--- src/hw/rtl/smf_pkg.sv ---
package smf_pkg;

    localparam int MAX_ITEMS   = 256;
    localparam int CNT_W       = $clog2(MAX_ITEMS + 1);
    localparam int VAL_W       = 16;
    localparam int MCNT_W      = 9;
    localparam int IN_TDATA_W  = 16;
    localparam int OUT_TDATA_W = 32;
    localparam int PAD_W       = OUT_TDATA_W - VAL_W - MCNT_W;

    // What one cell shows its neighbors.
    typedef struct packed {
        logic                    vld;
        logic signed [VAL_W-1:0] val;
        logic                    gt;   // holds a value above the incoming one, or empty
    } t_link;

    localparam t_link LINK_NONE = '{vld: 1'b0, val: '0, gt: 1'b0};

    typedef struct packed {
        logic ins;
        logic shift;
    } t_chain_ctl;

    typedef struct packed {
        logic step;
        logic first;
    } t_scan_ctl;

    typedef enum logic [1:0] {
        ST_LOAD = 2'b01,
        ST_SCAN = 2'b10
    } t_state;

endpackage

--- src/hw/rtl/smf_scan.sv ---
module smf_scan (
    input  logic                              i_clk,
    input  smf_pkg::t_scan_ctl                i_ctl,
    input  logic signed [smf_pkg::VAL_W-1:0]  i_val,
    output logic signed [smf_pkg::VAL_W-1:0]  o_best,
    output logic [smf_pkg::CNT_W-1:0]         o_best_run
);

    logic signed [smf_pkg::VAL_W-1:0] r_prev;
    logic signed [smf_pkg::VAL_W-1:0] r_best;
    logic [smf_pkg::CNT_W-1:0]        r_run;
    logic [smf_pkg::CNT_W-1:0]        r_best_run;
    logic signed [smf_pkg::VAL_W-1:0] n_best;
    logic [smf_pkg::CNT_W-1:0]        n_run;
    logic [smf_pkg::CNT_W-1:0]        n_best_run;

    always_comb begin
        if (i_ctl.first) begin
            n_run      = smf_pkg::CNT_W'(1);
            n_best     = i_val;
            n_best_run = smf_pkg::CNT_W'(1);
        end else begin
            n_run      = (i_val == r_prev) ? r_run + smf_pkg::CNT_W'(1)
                                           : smf_pkg::CNT_W'(1);
            n_best     = r_best;
            n_best_run = r_best_run;
            // strictly longer only, so the smallest value keeps a tie
            if (n_run > r_best_run) begin
                n_best     = i_val;
                n_best_run = n_run;
            end
        end
    end

    always_ff @(posedge i_clk) begin
        if (i_ctl.step) begin
            r_prev     <= i_val;
            r_run      <= n_run;
            r_best     <= n_best;
            r_best_run <= n_best_run;
        end
    end

    assign o_best     = n_best;
    assign o_best_run = n_best_run;

endmodule

--- config.mk ---
export PLATFORM = sky130hd
export DESIGN_NAME = smf_scan
export DESIGN_NICKNAME = d
export VERILOG_FILES = /design/src/hw/rtl/smf_pkg.sv /design/src/hw/rtl/smf_scan.sv
export SDC_FILE = /design/constraint.sdc
export NUM_CORES = 1
export LEC_CHECK = 0
export ABC_AREA = 1
export BUFFER_PORTS_ARGS = -buffer_cell sky130_fd_sc_hd__buf_2
export CAP_MARGIN = 20
export CORE_ASPECT_RATIO = 1.4
export CORE_MARGIN = 2
export CORE_UTILIZATION = 60
export DETAILED_ROUTE_END_ITERATION = 6
export PLACE_DENSITY = 0.93
export SYNTH_ARGS = -nofsm -noshare
export SYNTH_HDL_FRONTEND = slang
export SYNTH_SLANG_ARGS = --single-unit
--- constraint.sdc ---
create_clock -name i_clk -period 4.1 [get_ports i_clk]
set_input_delay 0.41 -clock i_clk [delete_from_list [all_inputs] [get_ports i_clk]]
set_output_delay 0.41 -clock i_clk [all_outputs]
set_load 0.02 [all_outputs]
==> impl_metrics.toml, run 1 <==
[worst_setup_path]
r2r-end = "r_best_run[8]"
slowest_stage = "edfxtp_1"
critical_path_buf_inv_count = 3
cp-endpoint = "o_best_run[8]"
cp.depth = 19
crit_chain = "xor2_1 > nor2_1 > nand2_1 > nor2_4 > nand2_4 > inv_2 > nand2_1 > inv_1 > ha_1 > nand2_1 > nand2_1 > nand3_1 > nand2_1 > nand2_1 > nand3_4 > nand2_8 > nand2_8 > a21oi_1 > buf_2"
cp-end-kind = "output pin"
critPathTopFamily = "simple AND/OR/NAND/NOR gates"
cp_max_fo = 24
crit_path_frequent_cell = "nand2_1"
r2r-start = "r_prev[5]"
max_stage_delay_ns = 0.39
path_class = "reg2out"
critPathLaunchType = "flip-flop"
required_ns = 3.69
critPathLaunch = "r_prev[5]"
reg2reg_depth = 18
reg2reg_slack_ns = 1.15
critPathArrivalTime_ns = 3.27

[cts]
htreeDepth = 2
cts_resized = 0
clkTransAtPathRegs_ns = 0.08
cts_hold_buffers = 0
tritoncts = "done"
cts_buffer_depth = 2
cts.sinks = 50
clock_latency_ns = 0.30
numCtsBuffers = 5
cts_root_buffer = "clkbuf_8"
post_cts_buffers = 0

[finish]
multi_input_area_sq_um = 1110
drive_gt1_share_pct = 21.05
fill_cells = 328
final_nets = 389
area_growth_syn_to_layout_pct = 12.23
register_area_sq_um = 1501
fin_util_pct = 70.33
diodes = 0
instances_no_fill = 423

[logic_synthesis]
yosysTopAreaCell = "edfxtp_1"
ys_seq_elements = 50
yosys_warnings = 0
syn_nets = 343
ys_types = 26
synth_flop_cell = "edfxtp_1"
synth_top_cell_area_share_pct = 52.40
syn_area_sq_um = 2865
synth_cells = 314
synth_area_leaders = "edfxtp_1 52%, nand2_1 11%, inv_1 7.1%, ha_1 4.4%, nor2_1 4.3%"
synth_edf_count = 50
ys_top_cells_by_count = "83 x nand2_1, 54 x inv_1, 50 x edfxtp_1, 33 x nor2_1, 23 x nand3_1"
ys_seq_area_share_pct = 52.40
synth_most_common_cell = "nand2_1"
synthArstFlopShare_pct = 0
synth_area_per_cell_sq_um = 9.125

[power]
power.leakage_nw = 1.627
seq_power_share_pct = 58.9
clkPwrFrac_pct = 25.7
internal_power_w = 0.0007704
irDropWorstVdd_uv = 285.9
switching_power_w = 0.0002752
p_comb_share_pct = 15.4
switching_share_pct = 26.32
power.density_nw_per_um2 = 325.2

[grt]
grt_overflow_total = 0
antenna_found_initial = 0
grt_usage_pct = 22.45
grt_pass1_wl_mm = 9.528
grt_max_degree = 51
grt_pass1_vias = 2223

[timing]
fin_ws_ns = 0.4217
relSlewSlack_pct = 42.89
fin_crit_sh_pct = 89.71
finalSetupTns_ns = 0
hold_viol_final = 0
min_period_ns = 3.678
rsz0062_at_grt = "no"
setup_viol = 0
fmax_ghz = 0.2719
hold_slack_ns = 0.3352
skew_ns = 0.007848
tightestPinTransition_ns = 0.8514
final_max_slew_viol_count = 0

[route]
ant_nets = 0
vias_per_cell = 5.319
initialDrtViolationCount = 124
drt_wl_total_mm = 5.712
drt_first_pass_iters = 4
wire_per_inst_um = 13.50
drc = 0
vias = 2250

[floorplanning]
core-area_sq_um = 4572
io_pins = 44
die_h_um = 85.77
rows = 29
die-width_um = 62.41
dieArea_sq_um = 5352
start_util_pct = 62.67

[status]
status = "completed"

[placed_design]
pre_cts_ws_ns = 0.6407
gp_congestion = 0.8448
hpwlAfterDp_mm = 4.204
portBuffers = 43
dp.cells = 414

[job]
cap_violations = 0

[worst_hold_path]
worstHoldPathType = "in2reg"
through the flow:
step | total power, W | instance area [sq um]
6_report | 0.001046 | 3216
5_1_grt | 0.001084 | 3216
4_1_cts | 0.001046 | 3196
3_3_place_gp | 0.0007781 | 3114
2_1_floorplan | 0.0007268 | 2865
3_5_place_dp | 0.0007857 | 3114
logic make-up after synthesis:
family / after synthesis / synth area share, %
AO/OA/AOI/OAI: 19 / 3.930
XOR/XNOR: 5 / 1.528
adder cells (fa/ha/maj): 10 / 4.367
buffers and inverters: 61 / 8.864
flip-flops: 50 / 52.40
AND/OR/NAND/NOR: 169 / 28.91
worst min-delay path by stage:
stage                     slack [ns]    endpoint        from  cells past startpoint
after floorplan                 0.51   r_prev[0]    i_val[0]                      0
after global placement          0.56  r_best[14]  r_best[14]                      2
after detailed placement        0.56   r_best[8]   r_best[8]                      2
after CTS                       0.33   r_prev[7]    i_val[7]                      1
after global routing            0.33   r_prev[7]    i_val[7]                      1
final                           0.34   r_prev[6]    i_val[6]                      1
placed cells by master, fill, tap and decap left out:
cell	count
a21o_1	1
a21oi_1	14
a21oi_2	4
buf_12	1
buf_2	43
clkbuf_1	1
clkbuf_8	5
clkinv_1	2
clkinv_2	1
edfxtp_1	50
ha_1	10
inv_1	54
inv_2	1
nand2_1	83
nand2_2	8
nand2_4	1
nand2_8	2
nand3_1	23
nand3_2	1
nand3_4	2
nand3b_2	1
nand4_1	8
nor2_1	33
nor2_4	5
nor3b_1	1
or2_2	1
xor2_1	5
worst register-to-register path, cell delays in order, from the launching register on:
cell and delay, ns:
edfxtp_1 0.39, xor2_1 0.18, nor2_1 0.10, nand2_1 0.10, nor2_4 0.27, nand2_4 0.11
inv_2 0.09, nand2_1 0.06, inv_1 0.06, ha_1 0.23, nand2_1 0.07, nand2_1 0.05
nand3_1 0.06, nand2_1 0.05, nand2_1 0.10, nand3_4 0.15, nand2_8 0.19, nand2_8 0.16
a21oi_1 0.34
sequential cells by signal, indices dropped and copies added, names as in the netlist:
name and count:
r_prev 16, r_run 9, r_best 16, r_best_run 9
cell type report:
class                           count  share of cell area, %
Clock inverter                      2                 0.2724
Tap cell                           62                  2.412
Inverter                           56                  6.537
Timing Repair Buffer               44                  7.315
Multi-Input combinational cell    203                  34.51
Sequential cell                    50                  46.69
Clock buffer                        6                  2.257
layer usage:
metal / vias up / part of all wire (%) / track usage [%]
met4: 0 / 1.6 / 9.495
met1: 1052 / 40 / 26.55
li1: 1102 / - / -
met5: - / 0 / 0
met3: 11 / 5.1 / 3.675
met2: 85 / 54 / 40.47
power groups by stage:
stage	Clock, W	Combinational, W	Sequential, W
4_1_cts	0.000271	0.000159	0.000616
5_1_grt	0.000286	0.000178	0.000620
6_report	0.000269	0.000161	0.000616
2_1_floorplan	0	0.000104	0.000623
3_3_place_gp	0	0.000152	0.000626
3_5_place_dp	0	0.000158	0.000628
Note: power is estimated with default switching activity, not from simulation.
==> run 2, diff against run 1 <==
- ABC_AREA: 1 -> 0
- CORE_MARGIN: 2 -> not set
- CORE_UTILIZATION: 60 -> 43
- PLACE_DENSITY: 0.93 -> 0.73
==> run 2 against run 1 <==
- the flow now finishes with violations (setup timing)
- first-iteration DRC count shrank 11%
- largest cell class unchanged
- highest routed layer unchanged
- global-route usage shrank 5.8 points
- final cell count fell by 25%
- sequential share of layout area shrank 1.7 points
- die area up 13%
- worst hold slack got worse by 0.013 ns
- combinational power increased by 24%
==> impl_metrics.toml, run 2 <==
[logic_synthesis]
syn_nets = 211
synth_top_family_by_area = "XOR/XNOR gates"
synth_most_common_cell = "edfxtp_1"
yosys_warnings = 0
ys_seq_area_share_pct = 60.91
ys_seq_elements = 50
ys_types = 28
synthMuxAreaShare_pct = 7.310
yosys.area_share.adder_pct = 5.076
synth_area_leaders = "edfxtp_1 61%, xor2_1 6.8%, ha_1 5.1%, mux2_1 5.0%, a32o_1 3.2%"
synth_top_cell_area_share_pct = 60.91
ys_top_cells_by_count = "50 x edfxtp_1, 21 x nor2_1, 19 x inv_1, 19 x xor2_1, 11 x mux2_1"
syn_area_sq_um = 2465
synth_compound_area_share_pct = 6.091
synth_cells = 182
synth_edf_count = 50
synth_area_per_cell_sq_um = 13.54
synth-simple-area-share_pct = 8.020
synthArstFlopShare_pct = 0
synth-xor-area-share_pct = 8.173
yosysTopAreaCell = "edfxtp_1"
synth_flop_cell = "edfxtp_1"

[job]
cap_violations = 0

[timing]
setup_viol = 10
fin_ws_ns = -0.06536
hold_slack_ns = 0.3222
relSlewSlack_pct = 53.28
finalSetupTns_ns = -0.5118
final_max_slew_viol_count = 0
fmax_ghz = 0.2401
fin_crit_sh_pct = 101.6
rsz0062_at_grt = "yes"
skew_ns = 0.003647
min_period_ns = 4.165
tightestPinTransition_ns = 0.6982
hold_viol_final = 0

[cts]
cts_root_buffer = "clkbuf_8"
numCtsBuffers = 5
cts_buffer_depth = 2
tritoncts = "done"
htreeDepth = 2
clkTransAtPathRegs_ns = 0.09
cts.sinks = 50
clock_latency_ns = 0.30

[finish]
instances_no_fill = 318
final_common_cell = "edfxtp_1"
mostFrequentLayoutCells = "50 x edfxtp_1, 30 x buf_6, 19 x inv_1, 19 x xor2_1, 19 x buf_2"
drive_gt1_share_pct = 42.80
diodes = 0
reg_top3 = "r_best (16), r_prev (16)"
final_nets = 278
fill_cells = 436
area_growth_syn_to_layout_pct = 35.38

[worst_setup_path]
path_class = "reg2out"
critical_path_buf_inv_count = 5
max_stage_delay_ns = 0.42
critPathArrivalTime_ns = 3.76
cp-end-kind = "output pin"
slowest_stage = "edfxtp_1"
critPathTopFamily = "compound AO/OA/AOI/OAI gates"
cp_max_fo = 7
critPathLaunchType = "flip-flop"
crit_chain = "xor2_1 > nor4_1 > buf_4 > nand4_1 > buf_6 > nor2_4 > ha_4 > and3_4 > a221o_1 > a2111oi_4 > o31a_1 > buf_6 > buf_12 > mux2_4 > buf_6"
required_ns = 3.69
crit_path_frequent_cell = "buf_6"

[grt]
grt_overflow_total = 0
grt_pass1_vias = 1640
grt_max_degree = 51
antenna_found_initial = 0
grt_pass1_wl_mm = 7.479
grt_usage_pct = 16.65

[route]
drc = 0
routed.top_layer = "met4"
vias = 1724
drt_first_pass_iters = 6
ant_nets = 0
wl_met3_um = 210
wire_per_inst_um = 16.72
wl_met1_mm = 2.283
initialDrtViolationCount = 110
vias_per_cell = 5.421
wl_met2_mm = 2.683
drt_wl_total_mm = 5.317

[placed_design]
gp_congestion = 0.8085
hpwlAfterDp_mm = 3.359
pre_cts_ws_ns = 0.01381
dp.cells = 300
portBuffers = 43

[floorplanning]
dieArea_sq_um = 6043
die-width_um = 65.99
die_h_um = 91.58
io_pins = 44
start_util_pct = 44.61
core-area_sq_um = 5525
rows = 32

[power]
irDropWorstVdd_uv = 296.9
total_power_w = 0.001098
power.density_nw_per_um2 = 329.0
power.leakage_nw = 1.440

[status]
violations = "setup timing"
status = "complete, but fails checks"

[worst_hold_path]
worstHoldPathType = "in2reg"
-- run 2: cell count changes after synthesis, sizes merged, moves of 4 or more --
cell,change
a32o,+8
inv,-36
nand4,-5
nor2,-17
nor4,+4
mux2,+16
nand3,-21
nand2,-90
xor2,+14
xnor2,+4
a21oi,-17
-- run 2: final timing paths --
kind,start,end,slack (ns),cells past startpoint
max,r_prev[1],o_best[0],-0.07,15
min reg2reg,r_best[10],r_best[10],0.58,1
min,i_val[8],r_prev[8],0.32,1
max reg2reg,r_prev[1],r_best[0],0.42,15
-- run 2: worst reg2reg max path: stages (launching register included) --
cell and delay [ns]:
edfxtp_1 0.42, xor2_1 0.17, nor4_1 0.27, buf_4 0.15, nand4_1 0.11, buf_6 0.17, nor2_4 0.11, ha_4 0.21
and3_4 0.17, a221o_1 0.36, a2111oi_4 0.37, o31a_1 0.23, buf_6 0.13, buf_12 0.13, mux2_4 0.33, buf_4 0.13
-- run 2: layout make-up --
type,instances,area (sq um),share of cell area [%]
Clock buffer,6,72.57,2.175
Clock inverter,2,13.76,0.4124
Sequential cell,50,1501,44.99
Multi-Input combinational cell,108,1015,30.41
Timing Repair Buffer,65,578.1,17.32
Tap cell,68,85.08,2.550
Inverter,19,71.32,2.137
-- run 2: per-stage QoR --
step / instance area [sq um] / util [%]
2_1_floorplan: 2465 / -
4_1_cts: 3015 / 54.57
3_5_place_dp: 2830 / 51.22
5_1_grt: 3337 / 60.39
3_3_place_gp: 2830 / 51.22
6_report: 3337 / 60.39
-- run 2: what timing repair did --
action / in CTS / in global routing
gates resized for setup: 9 / 84
cloned: 1 / 0
setup endpoints to repair: 22 / 24
hold buffers: 0 / 0
setup buffers: 4 / 5
pin swaps: 5 / 13
-- run 2: report_power, final --
| group | switching (W) | leakage, nW | total, W | internal [W] |
|---|---|---|---|---|
| Sequential | 0.0000145 | 0.491 | 0.000614 | 0.000600 |
| Combinational | 0.0000979 | 0.903 | 0.000200 | 0.000102 |
| Clock | 0.000163 | 0.0452 | 0.000284 | 0.000121 |
| Total | 0.000275 | 1.44 | 0.00110 | 0.000822 |
-- run 2: per-layer routing --
metal | GRT usage, % | vias up
met3 | 2.764 | 20
li1 | - | 802
met1 | 20.95 | 834
met2 | 26.45 | 68
met5 | 0 | -
met4 | 9.574 | 0
-- run 2: kinds of logic (layout without fill, tap and decap cells) --
family | Yosys count | after routing
flops | 50 | 50
simple gates | 43 | 43
buf+inv | 24 | 92
xor+xnor | 23 | 23
compound gates | 16 | 16
mux | 16 | 16
fa+ha+maj | 10 | 10
